===== src/design/multi_fan_tachometer_assert.svh =====
// ----------------------------------------------------------------------------
// Multi-fan tachometer assertion macros
// Concurrent check wrappers used by the tachometer RTL. Define ASSERT_OFF
// to compile the checks out.
// ----------------------------------------------------------------------------
`ifndef MULTI_FAN_TACHOMETER_ASSERT_SVH
`define MULTI_FAN_TACHOMETER_ASSERT_SVH

`ifndef ASSERT_OFF
// check on clk_i, masked while rst_ni is low
`define MFT_ASSERT(lbl, prop) \
  lbl: assert property (@(posedge clk_i) disable iff (!rst_ni) prop) \
    else $error("%m: check failed");
// check on clk_i, also evaluated during reset
`define MFT_ASSERT_RST(lbl, prop) \
  lbl: assert property (@(posedge clk_i) prop) \
    else $error("%m: check failed in or around reset");
`else
`define MFT_ASSERT(lbl, prop)
`define MFT_ASSERT_RST(lbl, prop)
`endif

`endif


===== src/design/mft_pkg.sv =====
// ----------------------------------------------------------------------------
// Multi-fan tachometer package
// Shared widths, codes, reset values and lane interface structs.
// ----------------------------------------------------------------------------
package mft_pkg;

  // field widths
  localparam int unsigned TICK_W    = 32;
  localparam int unsigned PINS_W    = 14;
  localparam int unsigned FAN_IDX_W = 4;
  localparam int unsigned TGT_W     = 7;
  localparam int unsigned RPM_W     = 16;
  localparam int unsigned PCT_W     = 7;
  localparam int unsigned STAT_W    = 2;
  localparam int unsigned CMD_W     = 2;

  // configuration register widths
  localparam int unsigned TIMEOUT_W = 20;
  localparam int unsigned RPMK_W    = 24;
  localparam int unsigned RATED_W   = 16;
  localparam int unsigned FASTN_W   = 4;
  localparam int unsigned CFG_IDX_W = 3;
  localparam int unsigned CFG_DAT_W = 24;

  // stream bus widths
  localparam int unsigned S_DATA_W = 32;
  localparam int unsigned S_USER_W = 8;
  localparam int unsigned M_DATA_W = 32;

  // divider operand width (rpm constant and percent dividend both fit)
  localparam int unsigned DIV_W = 24;

  // floor(x/100) for 16-bit x: (x * RECIP_100) >> RECIP_SH, exact over the range
  localparam logic [31:0] RECIP_100 = 32'd83887;
  localparam int unsigned RECIP_SH  = 23;
  localparam int unsigned HUND_W    = 10;
  localparam int unsigned SLOW_W    = 20;

  localparam logic [PCT_W-1:0] PCT_FULL = 7'd100;
  localparam logic [RPM_W-1:0] RPM_MAX  = 16'hFFFF;

  // register indexes
  localparam logic [CFG_IDX_W-1:0] CFG_TIMEOUT    = 3'd0;
  localparam logic [CFG_IDX_W-1:0] CFG_RPM_K      = 3'd1;
  localparam logic [CFG_IDX_W-1:0] CFG_RATED_FAST = 3'd2;
  localparam logic [CFG_IDX_W-1:0] CFG_RATED_SLOW = 3'd3;
  localparam logic [CFG_IDX_W-1:0] CFG_FAST_N     = 3'd4;

  // register reset values
  localparam logic [TIMEOUT_W-1:0] TIMEOUT_RST    = 20'd20000;
  localparam logic [RPMK_W-1:0]    RPM_K_RST      = 24'd300000;
  localparam logic [RATED_W-1:0]   RATED_FAST_RST = 16'd9000;
  localparam logic [RATED_W-1:0]   RATED_SLOW_RST = 16'd5000;
  localparam logic [FASTN_W-1:0]   FAST_N_RST     = 4'd2;

  typedef enum logic [CMD_W-1:0] {
    CMD_TICK    = 2'd0,
    CMD_REFRESH = 2'd1,
    CMD_CACHED  = 2'd2,
    CMD_RSVD    = 2'd3
  } cmd_e;

  typedef enum logic [STAT_W-1:0] {
    ST_NORMAL = 2'd0,
    ST_STALL  = 2'd1,
    ST_SLOW   = 2'd2,
    ST_SPIN   = 2'd3
  } status_e;

  // control from the query engine into one lane
  typedef struct packed {
    logic              tick;
    logic [TICK_W-1:0] tick_new;
    logic              rpm_we;
    logic [RPM_W-1:0]  rpm;
  } lane_ctrl_t;

  // state of one lane as seen by the merge mux
  typedef struct packed {
    logic [TICK_W-1:0] last_edge;
    logic [TICK_W-1:0] period;
    logic [RPM_W-1:0]  cached_rpm;
  } lane_state_t;

endpackage


===== src/design/mft_lane.sv =====
// ----------------------------------------------------------------------------
// Tachometer lane
// Per-fan edge detector and period capture, plus the cached RPM.
// ----------------------------------------------------------------------------
module mft_lane
  import mft_pkg::*;
(
  input  logic        clk_i,
  input  logic        rst_ni,
  input  lane_ctrl_t  ctrl_i,
  input  logic        pin_i,
  output lane_state_t state_o
);

  logic              prev_q;
  logic [TICK_W-1:0] last_edge_q;
  logic [TICK_W-1:0] period_q;
  logic [RPM_W-1:0]  rpm_q;

  // falling edge on the FG pin at a tick
  logic fall;
  assign fall = ctrl_i.tick & prev_q & ~pin_i;

  always_ff @(posedge clk_i or negedge rst_ni) begin
    if (!rst_ni) begin
      prev_q      <= 1'b0;
      last_edge_q <= '0;
      period_q    <= '0;
      rpm_q       <= '0;
    end else begin
      if (ctrl_i.tick) begin
        prev_q <= pin_i;
      end
      if (fall) begin
        period_q    <= ctrl_i.tick_new - last_edge_q;
        last_edge_q <= ctrl_i.tick_new;
      end
      if (ctrl_i.rpm_we) begin
        rpm_q <= ctrl_i.rpm;
      end
    end
  end

  assign state_o.last_edge  = last_edge_q;
  assign state_o.period     = period_q;
  assign state_o.cached_rpm = rpm_q;

endmodule


===== src/design/mft_div.sv =====
// ----------------------------------------------------------------------------
// Tachometer divider
// Restoring unsigned divider, one quotient bit per cycle.
// ----------------------------------------------------------------------------
module mft_div
  import mft_pkg::*;
#(
  parameter int unsigned W = 24
) (
  input  logic         clk_i,
  input  logic         rst_ni,
  input  logic         start_i,
  input  logic [W-1:0] dividend_i,
  input  logic [W-1:0] divisor_i,
  output logic         busy_o,
  output logic         done_o,
  output logic [W-1:0] quotient_o
);

  localparam int unsigned CntW = (W > 1) ? $clog2(W) : 1;

  logic [W-1:0]    rem_q;
  logic [W-1:0]    quo_q;
  logic [W-1:0]    dvs_q;
  logic [CntW-1:0] cnt_q;
  logic            busy_q;
  logic            done_q;

  // one trial subtraction step
  logic [W:0]   shifted;
  logic [W:0]   diff;
  logic         ge;
  assign shifted = {rem_q, quo_q[W-1]};
  assign diff    = shifted - {1'b0, dvs_q};
  assign ge      = ~diff[W];

  always_ff @(posedge clk_i or negedge rst_ni) begin
    if (!rst_ni) begin
      rem_q  <= '0;
      quo_q  <= '0;
      dvs_q  <= '0;
      cnt_q  <= '0;
      busy_q <= 1'b0;
      done_q <= 1'b0;
    end else begin
      done_q <= 1'b0;
      if (start_i) begin
        rem_q  <= '0;
        quo_q  <= dividend_i;
        dvs_q  <= divisor_i;
        cnt_q  <= '0;
        busy_q <= 1'b1;
      end else if (busy_q) begin
        rem_q <= ge ? diff[W-1:0] : shifted[W-1:0];
        quo_q <= {quo_q[W-2:0], ge};
        cnt_q <= cnt_q + 1'b1;
        if (cnt_q == CntW'(W - 1)) begin
          busy_q <= 1'b0;
          done_q <= 1'b1;
        end
      end
    end
  end

  assign busy_o     = busy_q;
  assign done_o     = done_q;
  assign quotient_o = quo_q;

endmodule


===== src/design/multi_fan_tachometer.sv =====
// ----------------------------------------------------------------------------
// Multi-fan tachometer
// Measures FG pulse periods of FAN_NUM fans in parallel lanes and answers
// per-fan speed, percent of rated speed and status queries.
//
//   channel  | dir | handshake                  | payload
//   ---------+-----+----------------------------+-------------------------------
//   s_axis   | in  | s_axis_tvalid_i / tready_o | tdata: pins, fan, target
//            |     |                            | tuser: cmd
//   m_axis   | out | m_axis_tvalid_o / tready_i | tdata: num, rpm, pct, status
//   cfg      | in  | cfg_we_i                   | cfg_index_i, cfg_data_i
//
// All lanes sample their pin in the cycle that a tick beat is accepted.
// A query steps through S_FETCH, S_PCT, S_DIV_PCT when the percent divides
// rather than saturates, and S_STATUS; a refresh that divides adds S_DIV_RPM:
// each quotient goes through the shared 24-step divider, one bit a cycle.
// One query is in flight at a time; ticks and new beats are taken while a
// result waits in the output register, and a finished query holds until
// that register is free. Reset is asynchronous and clears all lane state.
// ----------------------------------------------------------------------------
`include "multi_fan_tachometer_assert.svh"

module multi_fan_tachometer
  import mft_pkg::*;
#(
  parameter int unsigned FAN_NUM = 14
) (
  input  logic                 clk_i,
  input  logic                 rst_ni,
  // stream in
  input  logic                 s_axis_tvalid_i,
  output logic                 s_axis_tready_o,
  // fan_pins[13:0], query_fan[17:14], target_percent[24:18], zero fill
  input  logic [S_DATA_W-1:0]  s_axis_tdata_i,
  // cmd[1:0], zero fill
  input  logic [S_USER_W-1:0]  s_axis_tuser_i,
  // stream out
  output logic                 m_axis_tvalid_o,
  input  logic                 m_axis_tready_i,
  // fan_number[3:0], speed_rpm[19:4], speed_pct[26:20],
  // fan_status[28:27], zero fill
  output logic [M_DATA_W-1:0]  m_axis_tdata_o,
  // configuration writes
  input  logic                 cfg_we_i,
  input  logic [CFG_IDX_W-1:0] cfg_index_i,
  input  logic [CFG_DAT_W-1:0] cfg_data_i
);

  typedef enum logic [2:0] {
    S_IDLE,
    S_FETCH,
    S_DIV_RPM,
    S_PCT,
    S_DIV_PCT,
    S_STATUS
  } state_e;

  // input beat fields
  logic [PINS_W-1:0]    in_pins;
  logic [FAN_IDX_W-1:0] in_fan;
  logic [TGT_W-1:0]     in_tgt;
  cmd_e                 in_cmd;
  assign in_pins = s_axis_tdata_i[PINS_W-1:0];
  assign in_fan  = s_axis_tdata_i[PINS_W +: FAN_IDX_W];
  assign in_tgt  = s_axis_tdata_i[PINS_W+FAN_IDX_W +: TGT_W];
  assign in_cmd  = cmd_e'(s_axis_tuser_i[CMD_W-1:0]);

  // configuration registers
  logic [TIMEOUT_W-1:0] timeout_q;
  logic [RPMK_W-1:0]    rpm_k_q;
  logic [RATED_W-1:0]   rated_fast_q;
  logic [RATED_W-1:0]   rated_slow_q;
  logic [FASTN_W-1:0]   fast_n_q;

  always_ff @(posedge clk_i or negedge rst_ni) begin
    if (!rst_ni) begin
      timeout_q    <= TIMEOUT_RST;
      rpm_k_q      <= RPM_K_RST;
      rated_fast_q <= RATED_FAST_RST;
      rated_slow_q <= RATED_SLOW_RST;
      fast_n_q     <= FAST_N_RST;
    end else if (cfg_we_i) begin
      unique case (cfg_index_i)
        CFG_TIMEOUT:    timeout_q    <= cfg_data_i[TIMEOUT_W-1:0];
        CFG_RPM_K:      rpm_k_q      <= cfg_data_i[RPMK_W-1:0];
        CFG_RATED_FAST: rated_fast_q <= cfg_data_i[RATED_W-1:0];
        CFG_RATED_SLOW: rated_slow_q <= cfg_data_i[RATED_W-1:0];
        CFG_FAST_N:     fast_n_q     <= cfg_data_i[FASTN_W-1:0];
        default: ;
      endcase
    end
  end

  // FSM and datapath registers
  state_e               state_q;
  logic [TICK_W-1:0]    tick_q;
  logic [FAN_IDX_W-1:0] fan_q;
  logic [TGT_W-1:0]     tgt_q;
  logic                 refresh_q;
  logic [RPM_W-1:0]     rpm_q;
  logic [RATED_W-1:0]   rated_q;
  logic [HUND_W-1:0]    hund_q;
  logic [SLOW_W-1:0]    tgt7_q;
  logic [PCT_W-1:0]     pct_q;
  logic                 rpm_we_q;
  logic                 div_start_q;
  logic [DIV_W-1:0]     div_dvd_q;
  logic [DIV_W-1:0]     div_dvs_q;
  logic                 m_valid_q;
  logic [FAN_IDX_W-1:0] num_out_q;
  logic [RPM_W-1:0]     rpm_out_q;
  logic [PCT_W-1:0]     pct_out_q;
  status_e              stat_out_q;

  logic                 s_fire;
  logic                 tick_fire;
  logic [TICK_W-1:0]    tick_new;
  assign s_axis_tready_o = (state_q == S_IDLE);
  assign s_fire          = s_axis_tvalid_i & s_axis_tready_o;
  assign tick_fire       = s_fire & (in_cmd == CMD_TICK);
  assign tick_new        = tick_q + 1'b1;

  // lanes
  lane_ctrl_t  lane_ctrl  [FAN_NUM];
  lane_state_t lane_state [FAN_NUM];
  logic        lane_pin   [FAN_NUM];

  always_comb begin
    for (int n = 0; n < FAN_NUM; n++) begin
      lane_ctrl[n].tick     = tick_fire;
      lane_ctrl[n].tick_new = tick_new;
      lane_ctrl[n].rpm_we   = rpm_we_q & (int'(fan_q) == n);
      lane_ctrl[n].rpm      = rpm_q;
    end
  end

  for (genvar n = 0; n < FAN_NUM; n++) begin : g_lane
    // fans past the pin field see a constant low level
    if (n < PINS_W) begin : g_pin
      assign lane_pin[n] = in_pins[n];
    end else begin : g_nopin
      assign lane_pin[n] = 1'b0;
    end
    mft_lane u_lane (
      .clk_i   (clk_i),
      .rst_ni  (rst_ni),
      .ctrl_i  (lane_ctrl[n]),
      .pin_i   (lane_pin[n]),
      .state_o (lane_state[n])
    );
  end

  // merge: pick the queried lane
  lane_state_t sel;
  always_comb begin
    sel = '0;
    for (int n = 0; n < FAN_NUM; n++) begin
      if (int'(fan_q) == n) begin
        sel = lane_state[n];
      end
    end
  end

  // shared divider
  logic             div_busy;
  logic             div_done;
  logic [DIV_W-1:0] div_quo;

  mft_div #(
    .W (DIV_W)
  ) u_div (
    .clk_i      (clk_i),
    .rst_ni     (rst_ni),
    .start_i    (div_start_q),
    .dividend_i (div_dvd_q),
    .divisor_i  (div_dvs_q),
    .busy_o     (div_busy),
    .done_o     (div_done),
    .quotient_o (div_quo)
  );

  // fetch-stage arithmetic
  logic [TICK_W-1:0]  elapsed;
  logic               timed_out;
  logic [RATED_W-1:0] rated_sel;
  logic [39:0]        hund_prod;
  assign elapsed   = tick_q - sel.last_edge;
  assign timed_out = elapsed > {{(TICK_W-TIMEOUT_W){1'b0}}, timeout_q};
  assign rated_sel = (fan_q < fast_n_q) ? rated_fast_q : rated_slow_q;
  assign hund_prod = {24'b0, rated_sel} * 40'(RECIP_100);

  // percent and status arithmetic
  logic [DIV_W-1:0]  pct_dvd;
  logic [SLOW_W-1:0] tgt7;
  logic [SLOW_W-1:0] rpm10;
  logic              is_slow;
  status_e           stat_d;
  assign pct_dvd = {{(DIV_W-RPM_W){1'b0}}, rpm_q} * DIV_W'(100);
  assign tgt7    = SLOW_W'(hund_q) * SLOW_W'(tgt_q) * SLOW_W'(7);
  // rpm < floor(t/10) exactly when 10*(rpm+1) <= t
  assign rpm10   = (SLOW_W'(rpm_q) + 1'b1) * SLOW_W'(10);
  assign is_slow = rpm10 <= tgt7_q;

  always_comb begin
    priority if (tgt_q == '0) begin
      stat_d = (rpm_q != '0) ? ST_SPIN : ST_NORMAL;
    end else if (rpm_q == '0) begin
      stat_d = ST_STALL;
    end else if (is_slow) begin
      stat_d = ST_SLOW;
    end else begin
      stat_d = ST_NORMAL;
    end
  end

  // query sequencer with output register
  always_ff @(posedge clk_i or negedge rst_ni) begin
    if (!rst_ni) begin
      state_q     <= S_IDLE;
      tick_q      <= '0;
      fan_q       <= '0;
      tgt_q       <= '0;
      refresh_q   <= 1'b0;
      rpm_q       <= '0;
      rated_q     <= '0;
      hund_q      <= '0;
      tgt7_q      <= '0;
      pct_q       <= '0;
      rpm_we_q    <= 1'b0;
      div_start_q <= 1'b0;
      div_dvd_q   <= '0;
      div_dvs_q   <= '0;
      m_valid_q   <= 1'b0;
      num_out_q   <= '0;
      rpm_out_q   <= '0;
      pct_out_q   <= '0;
      stat_out_q  <= ST_NORMAL;
    end else begin
      rpm_we_q    <= 1'b0;
      div_start_q <= 1'b0;
      if (m_valid_q && m_axis_tready_i) begin
        m_valid_q <= 1'b0;
      end

      unique case (state_q)
        S_IDLE: begin
          if (tick_fire) begin
            tick_q <= tick_new;
          end else if (s_fire && (in_cmd != CMD_RSVD) && (int'(in_fan) < FAN_NUM)) begin
            fan_q     <= in_fan;
            tgt_q     <= in_tgt;
            refresh_q <= (in_cmd == CMD_REFRESH);
            state_q   <= S_FETCH;
          end
        end

        S_FETCH: begin
          rated_q <= rated_sel;
          hund_q  <= hund_prod[RECIP_SH +: HUND_W];
          state_q <= S_PCT;
          priority if (!refresh_q) begin
            rpm_q <= sel.cached_rpm;
          end else if (timed_out) begin
            rpm_q    <= '0;
            rpm_we_q <= 1'b1;
          end else if (sel.period == '0) begin
            rpm_q <= sel.cached_rpm;
          end else if (sel.period[TICK_W-1:DIV_W] != '0) begin
            // period beyond any dividend: quotient is zero
            rpm_q    <= '0;
            rpm_we_q <= 1'b1;
          end else begin
            div_dvd_q   <= rpm_k_q;
            div_dvs_q   <= sel.period[DIV_W-1:0];
            div_start_q <= 1'b1;
            state_q     <= S_DIV_RPM;
          end
        end

        S_DIV_RPM: begin
          if (div_done) begin
            rpm_q    <= (div_quo[DIV_W-1:RPM_W] != '0) ? RPM_MAX : div_quo[RPM_W-1:0];
            rpm_we_q <= 1'b1;
            state_q  <= S_PCT;
          end
        end

        S_PCT: begin
          tgt7_q <= tgt7;
          priority if ({{(RATED_W-RPM_W){1'b0}}, rpm_q} > rated_q) begin
            pct_q   <= PCT_FULL;
            state_q <= S_STATUS;
          end else if (rated_q == '0) begin
            pct_q   <= '0;
            state_q <= S_STATUS;
          end else begin
            div_dvd_q   <= pct_dvd;
            div_dvs_q   <= {{(DIV_W-RATED_W){1'b0}}, rated_q};
            div_start_q <= 1'b1;
            state_q     <= S_DIV_PCT;
          end
        end

        S_DIV_PCT: begin
          if (div_done) begin
            pct_q   <= div_quo[PCT_W-1:0];
            state_q <= S_STATUS;
          end
        end

        S_STATUS: begin
          if (!m_valid_q || m_axis_tready_i) begin
            m_valid_q  <= 1'b1;
            num_out_q  <= fan_q + 1'b1;
            rpm_out_q  <= rpm_q;
            pct_out_q  <= pct_q;
            stat_out_q <= stat_d;
            state_q    <= S_IDLE;
          end
        end

        default: state_q <= S_IDLE;
      endcase
    end
  end

  assign m_axis_tvalid_o = m_valid_q;
  assign m_axis_tdata_o  = {{(M_DATA_W-FAN_IDX_W-RPM_W-PCT_W-STAT_W){1'b0}},
                            stat_out_q, pct_out_q, rpm_out_q, num_out_q};

  // checks
  `MFT_ASSERT_RST(a_no_valid_in_reset, !rst_ni |-> !m_valid_q)
  `MFT_ASSERT(a_ready_div_idle, s_axis_tready_o |-> !div_busy)
  `MFT_ASSERT(a_done_in_wait, div_done |-> (state_q == S_DIV_RPM || state_q == S_DIV_PCT))
  `MFT_ASSERT(a_pct_range, m_valid_q |-> (pct_out_q <= PCT_FULL))

endmodule


===== config.mk =====
export PLATFORM = sky130hd
export DESIGN_NAME = multi_fan_tachometer
export DESIGN_NICKNAME = d
export VERILOG_FILES = /design/src/design/mft_pkg.sv /design/src/design/mft_lane.sv /design/src/design/mft_div.sv /design/src/design/multi_fan_tachometer.sv
export VERILOG_INCLUDE_DIRS = /design/src /design/src/design
export SDC_FILE = /design/constraint.sdc
export NUM_CORES = 2
export LEC_CHECK = 0
export ABC_CLOCK_PERIOD_IN_PS = 13200
export BUFFER_PORTS_ARGS = -buffer_cell sky130_fd_sc_hd__buf_4
export CAP_MARGIN = 25
export CORE_MARGIN = 2
export CORE_UTILIZATION = 40
export DETAILED_ROUTE_END_ITERATION = 8
export PLACE_DENSITY = 0.66
export RECOVER_POWER = 25
export SKIP_CTS_REPAIR_TIMING = 1
export SYNTH_ARGS = -nofsm -noshare
export SYNTH_HDL_FRONTEND = slang
export SYNTH_SLANG_ARGS = --single-unit
export TNS_END_PERCENT = 50

===== constraint.sdc =====
create_clock -name clk_i -period 13.2 [get_ports clk_i]
set_input_delay 1.32 -clock clk_i [delete_from_list [all_inputs] [get_ports clk_i]]
set_output_delay 1.32 -clock clk_i [all_outputs]
set_load 0.02 [all_outputs]

Word-level counts from Yosys, hierarchy flattened
Index checks and enable logic that the tools add are counted.
{"block": "word_totals", "in_bits": 72, "wordCells": 331, "latch_bits": 0, "reg_bits": 1489, "mem_count": 0, "mem_bits_ro": 0, "out_inout_bits": 34, "ramBits": 0}
{"block": "classes", "add_sub_neg": 20, "multipliers": 5, "n_lt_le_gt_ge": 5, "reduce_logical": 32, "div_mod_pow": 0, "n_bitwise": 60, "n_eq_ne": 38, "n_shift": 0, "mux": 85}
{"cell": "two-way mux 80 bit", "count": 14}
{"cell": "subtractor 32 bit", "count": 15}
{"cell": "two-way mux 24 bit", "count": 17}
{"cell": "two-way mux 16 bit", "count": 7}
{"cell": "one-hot mux 24 bit (2 select lines)", "count": 2}
{"cell": "bitwise AND 1 bit", "count": 44}
{"cell": "multiplier 16 x 17 -> 33 bit, second input constant", "count": 1}
{"cell": "adder 32 x 1 -> 32 bit, second input constant", "count": 1}
{"cell": "equality test 4 bit, second input constant", "count": 8}
{"cell": "greater-than comparator 32 x 20 -> 1 bit", "count": 1}
{"cell": "logical NOT 16 bit", "count": 2}
{"cell": "logical NOT 32 bit", "count": 1}
{"cell": "one-hot mux 16 bit (2 select lines)", "count": 1}
{"cell": "two-way mux 1 bit", "count": 26}
{"cell": "subtractor 25 x 24 -> 25 bit", "count": 1}
{"cell": "multiplier 16 x 5 -> 21 bit, second input constant", "count": 1}
{"cell": "two-way mux 7 bit", "count": 3}
{"cell": "<= comparator 20 bit", "count": 1}
{"cell": "multiplier 17 x 3 -> 20 bit, second input constant", "count": 1}
{"cell": "multiplier 17 x 3 -> 19 bit, second input constant", "count": 1}
{"cell": "!= test 2 bit, second input constant", "count": 9}
{"cell": "one-hot mux 3 bit (6 select lines)", "count": 1}
{"cell": "adder 16 x 1 -> 17 bit, second input constant", "count": 1}
{"cell": "multiplier 10 x 7 -> 17 bit", "count": 1}
{"cell": "35 further kinds", "count": 85}

Logic depth before layout (Yosys ltp)
{"block": "depth", "word_depth": 21, "mapped_depth": 44, "ltp_nobuf": 37}

Cells and area by module
A second synthesis with hierarchy kept.
{"block": "hier_totals", "cells_unflattened": 12244, "hier_area_um2": 106846.2}
{"module": "mft_lane at g_lane[0].u_lane ...", "area_per_inst_um2": 4800.9, "seq_area_each_um2": 2026.9, "n_inst": 12, "cells_each": 538}
{"module": "multi_fan_tachometer", "area_per_inst_um2": 34556.9, "seq_area_each_um2": 6936.7, "n_inst": 1, "cells_each": 4154}
{"module": "mft_lane at g_lane[10].u_lane ...", "area_per_inst_um2": 4853.4, "seq_area_each_um2": 2026.9, "n_inst": 2, "cells_each": 543}
{"module": "mft_div", "area_per_inst_um2": 4972.3, "seq_area_each_um2": 1976.9, "n_inst": 1, "cells_each": 548}

Least setup slack after synthesis
OpenSTA, ideal clock, no wires.
{"block": "synth_path", "path_kind": "flip-flop to flip-flop", "from": "register fan_q[0]", "to": "register div_dvd_q[22]", "slack_ns": 5.009, "period_less_slack_ns": 8.191, "arrival_time_ns": 8.064, "path_buffers": 7, "setup_time_ns": 0.127, "path_stages_with_launch": 44, "required_ns": 13.073, "path_cell_list": "dfrtp_1 > inv_1 > ha_1 > buf_2 > buf_2 > buf_2 > clkbuf_1 > and3_1 > clkbuf_1 > buf_1 > a221oi_1 > nor3_1 > a221oi_1 > a211oi_1 > a21oi_1 > o211ai_1 > o211ai_1 > a32oi_1 > [... 8 more ...] > a21oi_1 > nor2b_1 > nor2_1 > xnor2_1 > ha_1 > nand4_1 > nor3_1 > a21boi_0 > nor4b_1 > nor3b_1 > a211o_1 > nor4_1 > nand4_1 > nor4b_4 > nand2_4 > nand2_4 > buf_4 > mux2_1"}
{"block": "synth_between", "elab_chain_cells": 19, "word_cells_on_any_way": 36, "cone_classes": "add/sub: 1; order compare: 1; eq/ne: 16; mux: 14; reduce/logical: 4"}
{"element": "start, declared", "line_no": "multi_fan_tachometer.sv:97", "rtl": "logic [FAN_IDX_W-1:0] fan_q;"}
{"element": "start signal, assigned", "line_no": "multi_fan_tachometer.sv:250", "rtl": "fan_q <= in_fan;"}
{"element": "logical NOT 4 bit", "line_no": "multi_fan_tachometer.sv:158", "rtl": "if (int'(fan_q) == n) begin"}
{"element": "two-way mux 80 bit (13 in a row)", "line_no": "multi_fan_tachometer.sv:158"}
{"element": "two-way mux 80 bit (*)", "line_no": "multi_fan_tachometer.sv:158"}
{"element": "subtractor 32 bit", "line_no": "multi_fan_tachometer.sv:187", "rtl": "assign elapsed = tick_q - sel.last_edge;"}
{"element": "greater-than comparator 32 x 20 -> 1 bit", "line_no": "multi_fan_tachometer.sv:188", "rtl": "assign timed_out = elapsed > {{(TICK_W-TIMEOUT_W){1'b0}}, timeout_q};"}
{"element": "!= test 2 bit (no source line)"}
{"element": "AND reduction 7 bit (no source line) (*)"}
{"element": "end signal, assigned", "line_no": "multi_fan_tachometer.sv:273", "rtl": "div_dvd_q <= rpm_k_q;"}
{"element": "end signal, assigned", "line_no": "multi_fan_tachometer.sv:297", "rtl": "div_dvd_q <= pct_dvd;"}
{"element": "end, declared", "line_no": "multi_fan_tachometer.sv:107", "rtl": "logic [DIV_W-1:0] div_dvd_q;"}
Mark *: on every way between the ends. The rest lies on a longest branch, timed or not.
A chain may end at the register's enable or synchronous reset.

Final worst setup path
{"block": "layout_path", "from": "register fan_q[1]", "to": "register rpm_q[8]"}
{"block": "layout_between", "elab_chain_cells": 20, "word_cells_on_any_way": 38, "cone_classes": "add/sub: 1; order compare: 1; eq/ne: 14; mux: 18; reduce/logical: 4"}
{"element": "logical NOT 4 bit", "line_no": "multi_fan_tachometer.sv:158"}
{"element": "two-way mux 80 bit (13 in a row)", "line_no": "multi_fan_tachometer.sv:158"}
{"element": "two-way mux 80 bit (*)", "line_no": "multi_fan_tachometer.sv:158"}
{"element": "subtractor 32 bit / logical NOT 32 bit (equally long branches)", "line_no": "multi_fan_tachometer.sv:187, multi_fan_tachometer.sv:266"}
{"element": "greater-than comparator 32 x 20 -> 1 bit / two-way mux 16 bit (equally long branches)", "line_no": "multi_fan_tachometer.sv:188, multi_fan_tachometer.sv:266"}
{"element": "two-way mux 16 bit", "line_no": "multi_fan_tachometer.sv:263", "rtl": "end else if (timed_out) begin"}
{"element": "two-way mux 16 bit", "line_no": "multi_fan_tachometer.sv:261", "rtl": "priority if (!refresh_q) begin"}
{"element": "one-hot mux 16 bit (2 select lines)", "line_no": "multi_fan_tachometer.sv:245", "rtl": "unique case (state_q)"}
{"element": "end signal, assigned", "line_no": "multi_fan_tachometer.sv:262", "rtl": "rpm_q <= sel.cached_rpm;"}
{"element": "end signal, assigned", "line_no": "multi_fan_tachometer.sv:267", "rtl": "rpm_q <= sel.cached_rpm;"}
{"element": "end signal, assigned", "line_no": "multi_fan_tachometer.sv:282", "rtl": "rpm_q <= (div_quo[DIV_W-1:RPM_W] != '0) ? RPM_MAX : div_quo[RPM_W-1:0];"}
{"element": "end, declared", "line_no": "multi_fan_tachometer.sv:100", "rtl": "logic [RPM_W-1:0] rpm_q;"}
Marked as above.

==> metrics.md <==
| Metric | Value |
|---|---|
| Mapped cell area | `0.0983 mm2` |
| Final Skew | `39.6 ps` |
| Largest net degree at the start of global routing | `184` |
| Num ports | `106` |
| CTS tree | `built` |
| Mapped Cells | `11100` |
| Routed WL | `327000 um` |
| Die Ht | `500 um` |
| Initial Util | `0.403` |
| Startpoint class of the critical path | `flop` |
| Max layer used | `met5` |
| Clock Pin Slew Worst Setup and Hold Paths | `60 ps` |
| Metal-1 WL | `139000 um` |
| Fillers | `23600` |
| Clock latency on the worst-skew pair | `860 ps` |
| Final hold vios | `0` |
| Clk buf depth | `3` |
| Vias per Instance | `5.76` |
| First-pass GRT wire length | `498000 um` |
| Min-delay worst type | `reg -> reg` |
| Clock period minus worst slack | `11090 ps` |
| Syn Area/Cell | `8.87 um2` |
| Core footprint | `0.244 mm2` |
| Routed length per placed instance | `22.8 um` |
| Slew headroom | `-3.93` |
| WHS Path Cells | `2` |
| Fin worst setup slack | `2110 ps` |
| Worst Hold Launch | `div_dvd_q[14]` |
| GRT Overall Usage | `0.258` |
| Die area | `0.250 mm2` |
| Initial antenna violation count | `19` |
| Root buf cell | `clkbuf_16` |
| DP HPWL | `244000 um` |
| Commonest non-fill, non-tap cell in the layout | `nand2_1` |
| Register area share after synthesis | `0.379` |
| Clock sink count | `1489` |
| Critical path type | `reg -> reg` |
| H-tree levels | `4` |
| Setup TNS after final layout | `0 ps` |
| CP max stage cell | `inv_1` |
| Congestion Overflow GR | `0` |
| Setup crit end kind | `flop` |
| FF-to-FF setup slack | `2110 ps` |
| Fraction of layout cells with a size suffix above 1 | `0.0761` |
| Worst R2R Path Depth | `40` |
| Fmax | `0.0902 GHz` |
| Placer Congestion | `0.960` |
| Met3 wire length | `24800 um` |
| Number of flops mapped to enable cells by yosys | `0` |
| Ys Warns | `0` |
| Total number of vias | `82500` |
| Hold endpoint | `u_div.quotient_o[14]` |
| Max FO, Critical Path | `20` |
| Post-synth ARST share | `1.00` |
| Commonest non-fill, non-tap cells in the layout | `1574 x nand2_1, 1462 x dfrtp_1, 1366 x o21ai_0` |
| CP peak stage delay | `700 ps` |
| RSZ-0062 raised after global routing | `false` |
| Nets | `12100` |
| Number of global-route vias before repair | `81600` |
| DRC viols | `0` |
| Top cell type's share of synthesized area | `0.373` |
| Period utilisation layout | `0.840` |
| Failing checks | `capacitance limit, slew limit` |
| Antenna-violating nets left | `0` |
| # rows | `181` |
| Status | `finished, violations left` |
| Reg2Reg Capture Point | `rpm_q[8]` |
| Port bufs | `89` |
| Synth cell types | `95` |
| Pre-CTS setup slack | `2190 ps` |
| WL met2 | `147000 um` |
| CTS Buf Count | `169` |
| DRT Pass-1 Iters | `8` |
| FF+latch count, synth | `1489` |
| Slew Viols, Final | `636` |
| Final setup viols | `0` |
| R2r startpoint | `fan_q[1]` |
| WP data required | `13900 ps` |
| Die width | `500 um` |
| Final core occ | `0.444` |
| Post-synth top flop | `dfrtp_1` |
| Layout area overhead | `10.1%` |
| Largest area contributor in the netlist | `dfrtp_1` |
| Synth area leaders | `dfrtp_1 37%, ha_1 11%, o21ai_0 7.0%` |
| Maxcap violations | `8` |
| Crit path DAT | `11790 ps` |
| 1st-iter DRT viols | `8133` |
| Worst slew pin tran | `7400 ps` |
worst max path at each step:
| stage | endpoint | from |
|---|---|---|
| floorplan | div_dvd_q[22] | fan_q[0] |
| global placement | rpm_q[4] | fan_q[1] |
| detailed placement | div_dvs_q[6] | fan_q[1] |
| CTS | div_dvd_q[13] | fan_q[1] |
| global route | g_lane[2].u_lane.period_q[14] | rst_ni |
| finish | rpm_q[8] | fan_q[1] |
final cells by class:
cell class / count / area [um2] / area share
diodes: 10 / 25.0 / 0.000231
repair buffers: 294 / 2330 / 0.0215
flip-flops and latches: 1489 / 37300 / 0.345
multi-input cells: 8006 / 55000 / 0.509
clock buffers: 235 / 4770 / 0.0440
inverters: 1019 / 3820 / 0.0353
well taps: 3202 / 4010 / 0.0370
clock inverters: 67 / 941 / 0.00869
layer usage:
| metal | vias to the layer above | GRT usage |
|---|---|---|
| met4 | 12 | 0.113 |
| met1 | 40600 | 0.344 |
| li1 | 38200 | - |
| met5 | - | 0 |
| met2 | 2949 | 0.407 |
| met3 | 698 | 0.0495 |
per-stage QoR:
step,instances,hold slack (ps),cell area (um2)
global placement,14000,451,102000
CTS,14300,434,108000
detailed placement,14000,463,102000
finish,14300,458,108000
global route,14300,494,108000
floorplan,11100,439,98300
state kept, by name, indices dropped and copies added, names as in the netlist, 20 cells and up:
signal,cells
tgt7_q,20
rpm_k_q,24
timeout_q,20
g_lane.u_lane.last_edge_q,448
tick_q,32
g_lane.u_lane.rpm_q,224
div_dvs_q,24
u_div.quotient_o,24
u_div.rem_q,24
u_div.dvs_q,24
g_lane.u_lane.period_q,448
div_dvd_q,24
cells by family after synthesis:
logic type	count (synthesis)	share of synthesized area
other cells	1	0.0000382
xor+xnor	580	0.0517
flops	1489	0.379
fa+ha+maj	1013	0.143
buf+inv	1589	0.0617
simple gates	2814	0.127
compound gates	3332	0.208
mux	264	0.0295
Yosys cell counts, types with 44 or more instances:
cell	count
xor2_1	198
nor2b_1	65
a21oi_1	698
o221ai_1	58
nor2_1	444
clkbuf_1	473
a211oi_1	128
a21o_1	167
o21a_1	83
inv_1	1018
a22oi_1	68
o21bai_1	106
nand3_1	140
xnor2_1	382
o211ai_1	75
buf_2	44
mux2_2	191
a221oi_1	146
and2_1	80
nand4_1	49
and3_1	87
a31oi_1	65
o21ai_0	1366
mux2i_1	62
nor3_1	67
o22ai_1	56
nand2b_1	111
ha_1	832
dfrtp_1	1465
or3_1	46
nand2_1	1576
fa_1	181
worst max-delay path, delay by kind of cell, from the launching register on:
kind	cells	cell delay, ps
DFF	1	550
buffers and inverters	6	1810
AOI/OAI and AO/OA	15	3410
and+or+nand+nor	14	3850
xor gates and xnor gates	1	80
adders and majority gates	4	1210
Power is left out: the tool's default activity adds up to more than one toggle a clock period on the data nets, which glitch-free logic cannot reach.
